[config.mk]
export PLATFORM = sky130hd
export DESIGN_NAME = graph_vertex_contract_mask
export DESIGN_NICKNAME = d
export VERILOG_FILES = /design/src/design/gvc_pkg.sv /design/src/design/gvc_unpack.sv /design/src/design/graph_vertex_contract_mask.sv
export SDC_FILE = /design/constraint.sdc
export NUM_CORES = 1
export LEC_CHECK = 0
export BUFFER_PORTS_ARGS = -buffer_cell sky130_fd_sc_hd__buf_2
export CORE_MARGIN = 5
export CORE_UTILIZATION = 55
export CTS_CLUSTER_DIAMETER = 120
export DETAILED_ROUTE_END_ITERATION = 8
export PLACE_DENSITY = 0.76
export SLEW_MARGIN = 5
export SYNTH_ARGS = -nofsm -noshare
export SYNTH_HDL_FRONTEND = slang
export SYNTH_SLANG_ARGS = --single-unit
[constraint.sdc]
create_clock -name clk -period 3.5 [get_ports clk]
set_input_delay 0 -clock clk [delete_from_list [all_inputs] [get_ports clk]]
set_output_delay 0 -clock clk [all_outputs]
set_load 0.01 [all_outputs]
[src/design/gvc_pkg.sv]
`default_nettype none

package gvc_pkg;

  // Largest graph handled
  localparam int MAX_VERTICES = 7;

  // Vertex index / count field width
  localparam int VTX_W = 3;

  // Packed upper-triangle widths for input and contracted graph
  localparam int IN_W  = MAX_VERTICES * (MAX_VERTICES - 1) / 2;
  localparam int OUT_W = (MAX_VERTICES - 1) * (MAX_VERTICES - 2) / 2;

  // Symmetric adjacency matrix, one row per vertex
  typedef logic [MAX_VERTICES-1:0] adj_row_t;
  typedef adj_row_t [MAX_VERTICES-1:0] adj_t;

  // Request fields that ride along the pipeline
  typedef struct packed {
    logic [VTX_W-1:0] vertex_count;
    logic [VTX_W-1:0] keep_vertex;
    logic [VTX_W-1:0] drop_vertex;
    logic             invalid;
  } req_t;

  // Bit position of edge (i,j), i < j, in the packed mask
  function automatic int tri_pos(input int j, input int i);
    return j * (j - 1) / 2 + i;
  endfunction

endpackage

`default_nettype wire

[src/design/gvc_unpack.sv]
`default_nettype none

// Range check and unpack of the edge mask into a symmetric matrix
module gvc_unpack (
  input  wire logic [gvc_pkg::VTX_W-1:0] vertex_count,
  input  wire logic [gvc_pkg::IN_W-1:0]  edge_mask,
  input  wire logic [gvc_pkg::VTX_W-1:0] keep_vertex,
  input  wire logic [gvc_pkg::VTX_W-1:0] drop_vertex,
  output gvc_pkg::adj_t                  adj,
  output gvc_pkg::req_t                  req
);

  // Request check: distinct vertices, both below n, n within range
  always_comb begin
    req.vertex_count = vertex_count;
    req.keep_vertex  = keep_vertex;
    req.drop_vertex  = drop_vertex;
    req.invalid      = ({1'b0, vertex_count} > (gvc_pkg::VTX_W + 1)'(gvc_pkg::MAX_VERTICES)) ||
                       (keep_vertex >= vertex_count) ||
                       (drop_vertex >= vertex_count) ||
                       (keep_vertex == drop_vertex);
  end

  // Edge (i,j) exists only when j lies below n
  always_comb begin
    logic e;
    adj = '0;
    e   = 1'b0;
    for (int j = 1; j < gvc_pkg::MAX_VERTICES; j++) begin
      for (int i = 0; i < j; i++) begin
        e = edge_mask[gvc_pkg::tri_pos(j, i)] &&
            (gvc_pkg::VTX_W'(j) < vertex_count);
        adj[i][j] = e;
        adj[j][i] = e;
      end
    end
  end

endmodule

`default_nettype wire

[src/design/graph_vertex_contract_mask.sv]
`default_nettype none

// Channel | signals                                         | direction
// --------+-------------------------------------------------+----------
// in      | in_valid, in_stall, vertex_count, edge_mask,    | into block
//         | keep_vertex, drop_vertex                        |
// out     | out_valid, out_stall, contracted_mask,          | out of block
//         | invalid_request                                 |
//
// One transaction per cycle sustained while out_stall is low; each passes stage 1, stage 2 and output registers.
// Stages: unpack and check, merge of the vertex pair, renumber and repack.
// Each stage holds its item while the stage after it is full and stalled;
// bubbles collapse, so in_stall rises only with all three stages full.
// rst (synchronous) clears the stage valid bits only.
module graph_vertex_contract_mask (
  input  wire logic                       clk,
  input  wire logic                       rst,
  input  wire logic                       in_valid,
  output logic                            in_stall,
  input  wire logic [gvc_pkg::VTX_W-1:0]  vertex_count,
  input  wire logic [gvc_pkg::IN_W-1:0]   edge_mask,
  input  wire logic [gvc_pkg::VTX_W-1:0]  keep_vertex,
  input  wire logic [gvc_pkg::VTX_W-1:0]  drop_vertex,
  output logic                            out_valid,
  input  wire logic                       out_stall,
  output logic [gvc_pkg::OUT_W-1:0]       contracted_mask,
  output logic                            invalid_request
);

  localparam int NV = gvc_pkg::MAX_VERTICES;

  gvc_pkg::adj_t adj_in;
  gvc_pkg::req_t req_in;

  logic          v1, v2, v3;
  logic          rdy1, rdy2, rdy3;
  gvc_pkg::adj_t adj1, merged2, merged_next;
  gvc_pkg::req_t req1, req2;
  logic [gvc_pkg::OUT_W-1:0] mask_next;

  gvc_unpack u_unpack (
    .vertex_count (vertex_count),
    .edge_mask    (edge_mask),
    .keep_vertex  (keep_vertex),
    .drop_vertex  (drop_vertex),
    .adj          (adj_in),
    .req          (req_in)
  );

  // Stage advance: a stage loads when empty or when its successor moves
  assign rdy3     = !v3 || !out_stall;
  assign rdy2     = !v2 || rdy3;
  assign rdy1     = !v1 || rdy2;
  assign in_stall = !rdy1;
  assign out_valid = v3;

  always_ff @(posedge clk) begin
    if (rst) begin
      v1 <= 1'b0;
      v2 <= 1'b0;
      v3 <= 1'b0;
    end else begin
      if (rdy1) v1 <= in_valid;
      if (rdy2) v2 <= v1;
      if (rdy3) v3 <= v2;
    end
  end

  // Stage 1: unpacked matrix
  always_ff @(posedge clk) begin
    if (rdy1 && in_valid) begin
      adj1 <= adj_in;
      req1 <= req_in;
    end
  end

  // Merge drop into keep; rows are symmetric so column bits come from rows
  always_comb begin
    gvc_pkg::adj_row_t keep_row, drop_row;
    keep_row    = adj1[req1.keep_vertex];
    drop_row    = adj1[req1.drop_vertex];
    merged_next = adj1;
    for (int a = 0; a < NV; a++) begin
      for (int b = 0; b < NV; b++) begin
        if (gvc_pkg::VTX_W'(a) == req1.keep_vertex) begin
          merged_next[a][b] = (keep_row[b] || drop_row[b]) &&
                              (gvc_pkg::VTX_W'(b) != req1.keep_vertex) &&
                              (gvc_pkg::VTX_W'(b) != req1.drop_vertex);
        end else if (gvc_pkg::VTX_W'(b) == req1.drop_vertex) begin
          merged_next[a][b] = 1'b0;
        end else if (gvc_pkg::VTX_W'(b) == req1.keep_vertex) begin
          merged_next[a][b] = keep_row[a] || drop_row[a];
        end
      end
    end
  end

  // Stage 2: merged matrix
  always_ff @(posedge clk) begin
    if (rdy2 && v1) begin
      merged2 <= merged_next;
      req2    <= req1;
    end
  end

  // Drop the removed row and column, then repack for n-1 vertices
  always_comb begin
    gvc_pkg::adj_t dense;
    dense     = '0;
    mask_next = '0;
    for (int r = 0; r < NV - 1; r++) begin
      gvc_pkg::adj_row_t src;
      src = (gvc_pkg::VTX_W'(r) < req2.drop_vertex) ? merged2[r] : merged2[r+1];
      for (int c = 0; c < NV - 1; c++) begin
        dense[r][c] = (gvc_pkg::VTX_W'(c) < req2.drop_vertex) ? src[c] : src[c+1];
      end
    end
    for (int j = 1; j < NV - 1; j++) begin
      for (int i = 0; i < j; i++) begin
        mask_next[gvc_pkg::tri_pos(j, i)] = dense[i][j] &&
          ((gvc_pkg::VTX_W + 1)'(j + 1) < {1'b0, req2.vertex_count}) &&
          !req2.invalid;
      end
    end
  end

  // Stage 3: output register
  always_ff @(posedge clk) begin
    if (rdy3 && v2) begin
      contracted_mask <= mask_next;
      invalid_request <= req2.invalid;
    end
  end

endmodule

`default_nettype wire

==> parameters.txt, run 1 <==
Parameter                              Value

Outcome
  Status ... finished clean

Worst hold path
  Hold Path Origin ... in_valid
  Number of instances on the worst hold path ... 3
  Worst min path class ... input port to flop
  Capture endpoint of the worst hold path ... req1[0]$_DFFE_PP_

Global route
  Maximum number of pins on one net before global-route repair ... 32
  Number of antenna violations at the first check in global routing ... 0
  Vias in the first global route ... 3716
  Overflow left after global routing ... 0
  Gr usage total ... 23.4%
  Global-route wire length before repair ... 18.5 mm

Worst setup path
  Category of cells accounting for the largest share of critical-path delay ... flip-flops
  Critical register-to-register path endpoint ... merged2[13]$_DFFE_PP_
  Reg-to-Reg Start ... req1[4]$_DFFE_PP_
  Cell type of the slowest stage on the worst timing path ... sky130_fd_sc_hd__edfxtp_1
  CP peak stage delay ... 1.06 ns
  Critical path class ... flop to flop
  Register-to-register setup slack ... 0.86 ns
  Worst path required time ... 3.60 ns
  Worst endpoint data arrival time ... 2.74 ns
  Register-to-Register Path Depth ... 5
  Critical Path, Cell by Cell ... mux2_2 -> a221o_1 -> a22o_1 -> o211ai_1 -> a21oi_1
  Crit end category ... flop
  Maximum fanout encountered on the critical timing path ... 30
  Critical path launch point type ... flop
  Critical path buffer and inverter count ... 0

Synth
  Most frequently used flop master after synthesis ... sky130_fd_sc_hd__edfxtp_1
  Mean cell area of the mapped netlist ... 10.8 um2
  Post-synth net total ... 456
  Main area contributors after synthesis ... sky130_fd_sc_hd__edfxtp_1 50%, sky130_fd_sc_hd__nor2_1 3.4%, sky130_fd_sc_hd__mux2i_1 3.3%, sky130_fd_sc_hd__nand2_1 2.9%, sky130_fd_sc_hd__a21oi_1 2.7%
  Total number of yosys warnings ... 0
  Post-Synthesis Cells ... 416
  Number of flops mapped to enable cells by yosys ... 75
  Fraction of synthesis flops using an asynchronous set or reset pin ... 0%
  Summed instance area of the synthesized netlist ... 4500 um2
  Library cell occupying the most area in the post-synthesis netlist ... sky130_fd_sc_hd__edfxtp_1
  Part of the Yosys area used for sequential elements ... 51.3%
  Unique masters post-synth ... 56
  Portion of synthesized cell area occupied by the leading cell type ... 50.0%
  Number of synthesized register bits ... 78

Layout
  Nets ... 535
  Fraction of final layout cells sized beyond drive strength 1 ... 18.4%
  Total area of sequential cells ... 2310 um2
  Area Overhead vs Synth ... 19.8%
  Post-layout instance count excluding filler cells ... 605
  Layout filler cell count ... 656
  Area of the multi-input gates ... 2040 um2
  Most common cell after layout, fill and taps aside ... sky130_fd_sc_hd__edfxtp_1
  Number of antenna repair diodes ... 0
  Post-Route Utilization ... 66.7%
  Commonest cells after routing, fill and taps aside ... 75 x sky130_fd_sc_hd__edfxtp_1, 51 x sky130_fd_sc_hd__buf_2, 41 x sky130_fd_sc_hd__nor2_1
  Total non-filler cell area in the finished layout ... 5400 um2

Power
  Leakage power total ... 2.05 nW
  Max VDD drop ... 0.332 mV
  Power per unit of standard cell area ... 434 nW/um2

Clock tree
  CTS tree ... done
  CTS clk-pin slew, worst paths ... 0.08 ns
  Root buffer selected by CTS ... sky130_fd_sc_hd__clkbuf_8
  Clock latency reported for the late side of the worst-skew pair ... 0.36 ns
  Number of clock sinks seen by CTS ... 78
  Cts bufs inserted ... 9
  CTS H-tree lvls ... 3
  Post-CTS setup buffer count ... 0
  Deepest clock path buffer count ... 2

Route
  Vias per Instance ... 6.15
  Count of antenna-violating nets left after detailed routing ... 0
  Iter 0 DRT Violations ... 327
  Post-route DRC ... 0
  Via count ... 3718
  First-pass iteration count of the detailed router ... 5
  Wire length per cell ... 18.6 um
  Routed wire length ... 11.3 mm

Timing
  Unrepaired setup endpoints after global routing ... no
  Count of endpoints failing setup in the final report ... 0
  Total Neg Setup Slack ... 0 ns
  Fin. Hold Viols ... 0
  Worst setup margin ... 0.857 ns
  Final setup skew ... 0.00986 ns
  Transition at the pin with the smallest max-transition slack ... 1.06 ns
  Minimum clock period ... 2.64 ns
  Max frequency ... 378 MHz
  Rel. slew slack ... 29.3%
  Fraction of the cycle the final worst path needs ... 75.5%
  Pins Over Slew Limit ... 0

Die
  Die boundary width ... 100 um
  DIE HEIGHT ... 100 um
  Die Footprint ... 10100 um2
  Area of the placeable core ... 8090 um2
  Initial Utilization ... 55.6%
  Number of cell rows ... 33
  I/O pin count ... 52

Job
  MaxCap Viol Count ... 0

Placement
  Place WS ... 0.920 ns
  Count of buffers inserted at the top-level ports ... 51
  Number of cells after detailed placement ... 556
  Placed Instance Area ... 4840 um2
  Final weighted congestion of routability-driven global placement ... 1.00
  DP Wirelength ... 8.06 mm
## worst max path at each step
stage                      startpoint                     to  slack, ns  cells after the start
3_5_place_dp        req1[4]$_DFFE_PP_  merged2[13]$_DFFE_PP_       0.92                      5
2_1_floorplan  out_valid$_SDFFE_PP0P_     adj1[14]$_DFFE_PP_       0.94                      3
5_1_grt             req1[4]$_DFFE_PP_  merged2[13]$_DFFE_PP_       0.80                      5
4_1_cts             req1[4]$_DFFE_PP_  merged2[13]$_DFFE_PP_       0.91                      5
3_3_place_gp        req1[2]$_DFFE_PP_   merged2[4]$_DFFE_PP_       0.95                      6
6_report            req1[4]$_DFFE_PP_  merged2[13]$_DFFE_PP_       0.86                      5
## synthesized netlist by cell type, types with 8 or more instances
master	count
sky130_fd_sc_hd__a211oi_1	11
sky130_fd_sc_hd__inv_1	13
sky130_fd_sc_hd__edfxtp_1	75
sky130_fd_sc_hd__clkbuf_1	10
sky130_fd_sc_hd__and3_1	10
sky130_fd_sc_hd__nor2b_1	9
sky130_fd_sc_hd__a21oi_1	24
sky130_fd_sc_hd__o211ai_1	12
sky130_fd_sc_hd__buf_2	8
sky130_fd_sc_hd__mux2i_1	15
sky130_fd_sc_hd__nor3_1	10
sky130_fd_sc_hd__nor2_1	41
sky130_fd_sc_hd__o21ai_0	16
sky130_fd_sc_hd__and2_1	16
sky130_fd_sc_hd__nand2_1	35
## per-stage QoR
| stage | hold WS, ns | power [mW] |
|---|---|---|
| detailed placement | 0.194 | 1.56 |
| CTS | 0.339 | 2.34 |
| global placement | 0.192 | 1.55 |
| global route | 0.351 | 2.44 |
| finish | 0.337 | 2.34 |
| floorplan | 0.0724 | 1.43 |
## final cells by class
class,instances,area share (%)
Sequential cell,78,42.9
Multi-Input combinational cell,303,37.9
Timing Repair Buffer,90,11.7
Tap cell,105,2.44
Clock buffer,9,2.30
Clock inverter,7,1.95
Inverter,13,0.904
## repair_timing
| action | CTS | global route |
|---|---|---|
| hold buffers | 33 | 0 |
| hold endpoints to repair | 33 | 0 |
| resized for setup | 0 | 0 |
## registers in the layout, summed over array words and instances (netlist names)
register and flops:
v1 1, invalid_request 1, out_valid 1, adj1 21
req2 7, v2 1, contracted_mask 15, merged2 21
req1 10
## routing by layer
metal | vias up | part of all wire [%] | track usage (%)
met5 | - | 0 | 0
met4 | 0 | 3.6 | 10.2
met3 | 37 | 6.4 | 4.98
met2 | 182 | 50 | 40.8
met1 | 1746 | 40 | 28.0
li1 | 1753 | - | -
## power by group
group	switching [mW]	internal [mW]
clock network	0.353	0.412
logic	0.202	0.183
registers	0.0892	1.10
total	0.644	1.69
## cells by family (layout without fill, tap and decap cells)
kind of cell	count (synthesis)	after routing	share of synthesized area [%]
compound gates	115	115	17.7
simple gates	151	151	17.1
mux	28	28	8.17
flops	78	78	51.3
buf+inv	35	119	3.39
fa+ha+maj	6	6	1.67
xor+xnor	3	3	0.584
## worst min-delay path, stage by stage
cell,delay [ns]
sky130_fd_sc_hd__buf_2,0.10
sky130_fd_sc_hd__nor2b_2,0.14
sky130_fd_sc_hd__buf_4,0.24
Note: power is estimated with default switching activity, not from simulation.
==> run 2: changes to the inputs <==
Settings changed: ABC_AREA from default to 1, PLACE_DENSITY 0.76 to 0.75.
Clock period 3.5 ns to 2.7 ns, I/O delays scaled along.
==> parameters.txt, run 2 <==
Parameter                              Value

Timing
  Fraction of the cycle the final worst path needs ... 86.6% (+11 points)
  Count of endpoints failing setup in the final report ... 0 (unchanged)
  Fin. Hold Viols ... 0 (unchanged)
  Minimum clock period ... 2.34 ns (-0.306 ns)
  Rel. slew slack ... 43.7% (+14 points)
  Transition at the pin with the smallest max-transition slack ... 0.845 ns (-0.216 ns)
  Total Neg Setup Slack ... 0 ns (unchanged)
  Final setup skew ... 0.00780 ns (-0.00205 ns)
  Pins Over Slew Limit ... 0 (unchanged)
  Unrepaired setup endpoints after global routing ... no
  Max frequency ... 428 MHz (+13%)

Die
  I/O pin count ... 52 (unchanged)
  Die boundary width ... 105 um (+4.4%)
  Die Footprint ... 11000 um2 (+8.9%)
  Number of cell rows ... 34 (+3.0%)
  Area of the placeable core ... 8760 um2 (+8.3%)
  DIE HEIGHT ... 105 um (+4.4%)
  Initial Utilization ... 56.5% (+0.84 points)

Synth
  Mean cell area of the mapped netlist ... 8.06 um2 (-26%)
  Total number of yosys warnings ... 0 (unchanged)
  Library cell occupying the most area in the post-synthesis netlist ... sky130_fd_sc_hd__edfxtp_1
  Post-synth net total ... 654 (+43%)
  Summed instance area of the synthesized netlist ... 4950 um2 (+9.9%)
  Number of synthesized register bits ... 78 (unchanged)
  Number of flops mapped to enable cells by yosys ... 75 (unchanged)
  Most frequently used flop master after synthesis ... sky130_fd_sc_hd__edfxtp_1
  Cell with the most instances after synthesis ... sky130_fd_sc_hd__nand2_1
  Part of the Yosys area used for sequential elements ... 46.7% (-4.6 points)
  Post-Synthesis Cells ... 614 (+48%)
  Post-synth top cells ... 178 x sky130_fd_sc_hd__nand2_1, 82 x sky130_fd_sc_hd__nand3_1, 75 x sky130_fd_sc_hd__edfxtp_1, 61 x sky130_fd_sc_hd__inv_1, 48 x sky130_fd_sc_hd__nor2_1
  Main area contributors after synthesis ... sky130_fd_sc_hd__edfxtp_1 46%, sky130_fd_sc_hd__nand2_1 13%, sky130_fd_sc_hd__nand3_1 8.3%, sky130_fd_sc_hd__inv_1 4.6%, sky130_fd_sc_hd__nor2_1 3.6%
  Portion of synthesized cell area occupied by the leading cell type ... 45.5% (-4.5 points)
  Fraction of synthesis flops using an asynchronous set or reset pin ... 0% (unchanged)
  Unique masters post-synth ... 34 (-39%)

Layout
  Number of antenna repair diodes ... 0 (unchanged)
  Area Overhead vs Synth ... 16.0%
  Top flop regs ... adj1 (21), merged2 (21), contracted_mask (15)
  Most common cell after layout, fill and taps aside ... sky130_fd_sc_hd__nand2_1
  Commonest cells after routing, fill and taps aside ... 178 x sky130_fd_sc_hd__nand2_1, 82 x sky130_fd_sc_hd__nand3_1, 75 x sky130_fd_sc_hd__edfxtp_1
  Nets ... 734 (+37%)
  Post-Route Utilization ... 65.5% (-1.2 points)
  Fraction of final layout cells sized beyond drive strength 1 ... 16.9% (-1.5 points)

Power
  Leakage power total ... 2.58 nW (+26%)
  Final total power ... 2.86 mW (+22%)
  Power per unit of standard cell area ... 498 nW/um2 (+15%)
  Max VDD drop ... 0.266 mV (-20%)

Global route
  Maximum number of pins on one net before global-route repair ... 32 (unchanged)
  Most used routing layer in global routing ... met2
  Global routing met3 resource utilization ... 4.25% (-0.73 points)
  GR Util met1 ... 28.4% (+0.38 points)
  Number of antenna violations at the first check in global routing ... 0 (unchanged)
  Gr usage total ... 23.1% (-0.39 points)
  Global-route wire length before repair ... 20.9 mm (+13%)
  Overflow left after global routing ... 0 (unchanged)
  Global-route track usage on met2 ... 40.5% (-0.36 points)
  Vias in the first global route ... 4340 (+17%)

Clock tree
  Number of hold-repair buffers added at the cts stage ... 33 (unchanged)
  Post-CTS setup buffer count ... 0 (unchanged)
  Deepest clock path buffer count ... 2 (unchanged)
  CTS clk-pin slew, worst paths ... 0.09 ns (about the same)
  CTS resizes ... 0 (unchanged)
  Root buffer selected by CTS ... sky130_fd_sc_hd__clkbuf_8
  Cts bufs inserted ... 9 (unchanged)
  Clock latency reported for the late side of the worst-skew pair ... 0.36 ns (about the same)
  CTS H-tree lvls ... 3 (unchanged)
  Number of clock sinks seen by CTS ... 78 (unchanged)
  CTS tree ... done

Placement
  DP Wirelength ... 9.03 mm (+12%)
  Final weighted congestion of routability-driven global placement ... 0.971 (-3.2%)
  Count of buffers inserted at the top-level ports ... 51 (unchanged)

Worst setup path
  Critical path class ... flop to flop
  Worst endpoint data arrival time ... 2.45 ns (-0.29 ns)
  Register-to-register setup slack ... 0.36 ns (-0.49 ns)
  Critical path launch point type ... flop
  Worst path required time ... 2.81 ns (-0.79 ns)
  Crit end category ... flop
  Maximum fanout encountered on the critical timing path ... 20 (-33%)

Job
  MaxCap Viol Count ... 0 (unchanged)

Route
  Via count ... 4542 (+22%)
  Vias per Instance ... 5.63 (-8.4%)
  Iter 0 DRT Violations ... 291 (-11%)
  Wire length per cell ... 15.4 um (-17%)
  Count of antenna-violating nets left after detailed routing ... 0 (unchanged)
  First-pass iteration count of the detailed router ... 5 (unchanged)
  Post-route DRC ... 0 (unchanged)
  Routed wire length ... 12.4 mm (+10%)

Worst hold path
  Worst min path class ... input port to flop

Outcome
  Status ... finished clean
==> run 2: cell types whose count changed after synthesis, sizes merged, moves of 16 or more <==
cell	delta
nand2	+148
nand3	+80
inv	+64
nor2	+18
and2	-16
nand4	+16
==> run 2: power breakdown <==
group          internal, mW  switching (mW)
Clock                 0.442           0.484
Sequential             1.40          0.0648
Combinational         0.174           0.291
Total                  2.02           0.840
==> run 2: kinds of logic (layout without fill, tap and decap cells) <==
kind of cell	Yosys count	count (layout)	share of synthesized area [%]
AND/OR/NAND/NOR	356	356	33.0
buffers and inverters	99	184	9.68
flip-flops	78	78	46.7
multiplexers	1	1	0.202
AO/OA/AOI/OAI	71	71	8.39
XOR/XNOR	3	3	0.531
adder cells (fa/ha/maj)	6	6	1.52
==> run 2: worst max-delay path, stage by stage, from the launching register on <==
cell                       delay [ns]
sky130_fd_sc_hd__edfxtp_1        0.91
sky130_fd_sc_hd__inv_2           0.27
sky130_fd_sc_hd__nor3_4          0.54
sky130_fd_sc_hd__nor2_1          0.16
sky130_fd_sc_hd__nand3_1         0.12
sky130_fd_sc_hd__nand2_1         0.08
==> run 2: worst paths after layout <==
check | start | end | depth (start not counted)
hold reg to reg | req1[8]$_DFFE_PP_ | req2[8]$_DFFE_PP_ | 0
setup reg to reg | req1[5]$_DFFE_PP_ | merged2[10]$_DFFE_PP_ | 5
hold / removal | rst | v2$_SDFFE_PP0P_ | 3
setup / recovery | req1[5]$_DFFE_PP_ | merged2[10]$_DFFE_PP_ | 5
==> run 2: layout make-up <==
cell class,instances,area [um2]
well taps,108,135
multi-input cells,437,2160
fillers,743,3020
inverters,77,289
repair buffers,91,638
flip-flops and latches,78,2310
clock buffers,9,124
clock inverters,7,80.1
==> run 2: per-layer routing <==
layer	vias up	wire, um
met3	34	818
met4	0	323
met5	-	0
met2	199	6230
met1	2082	5060
li1	2227	-
==> run 2: stage by stage <==
stage          instances  cell area, um2  hold WS [ns]  setup WS [ns]
2_1_floorplan        614            4950        0.0691          0.351
3_3_place_gp         758            5200         0.188          0.586
3_5_place_dp         758            5200         0.204          0.426
4_1_cts              807            5740         0.358          0.422
5_1_grt              807            5740         0.392          0.248
6_report             807            5740         0.374          0.362
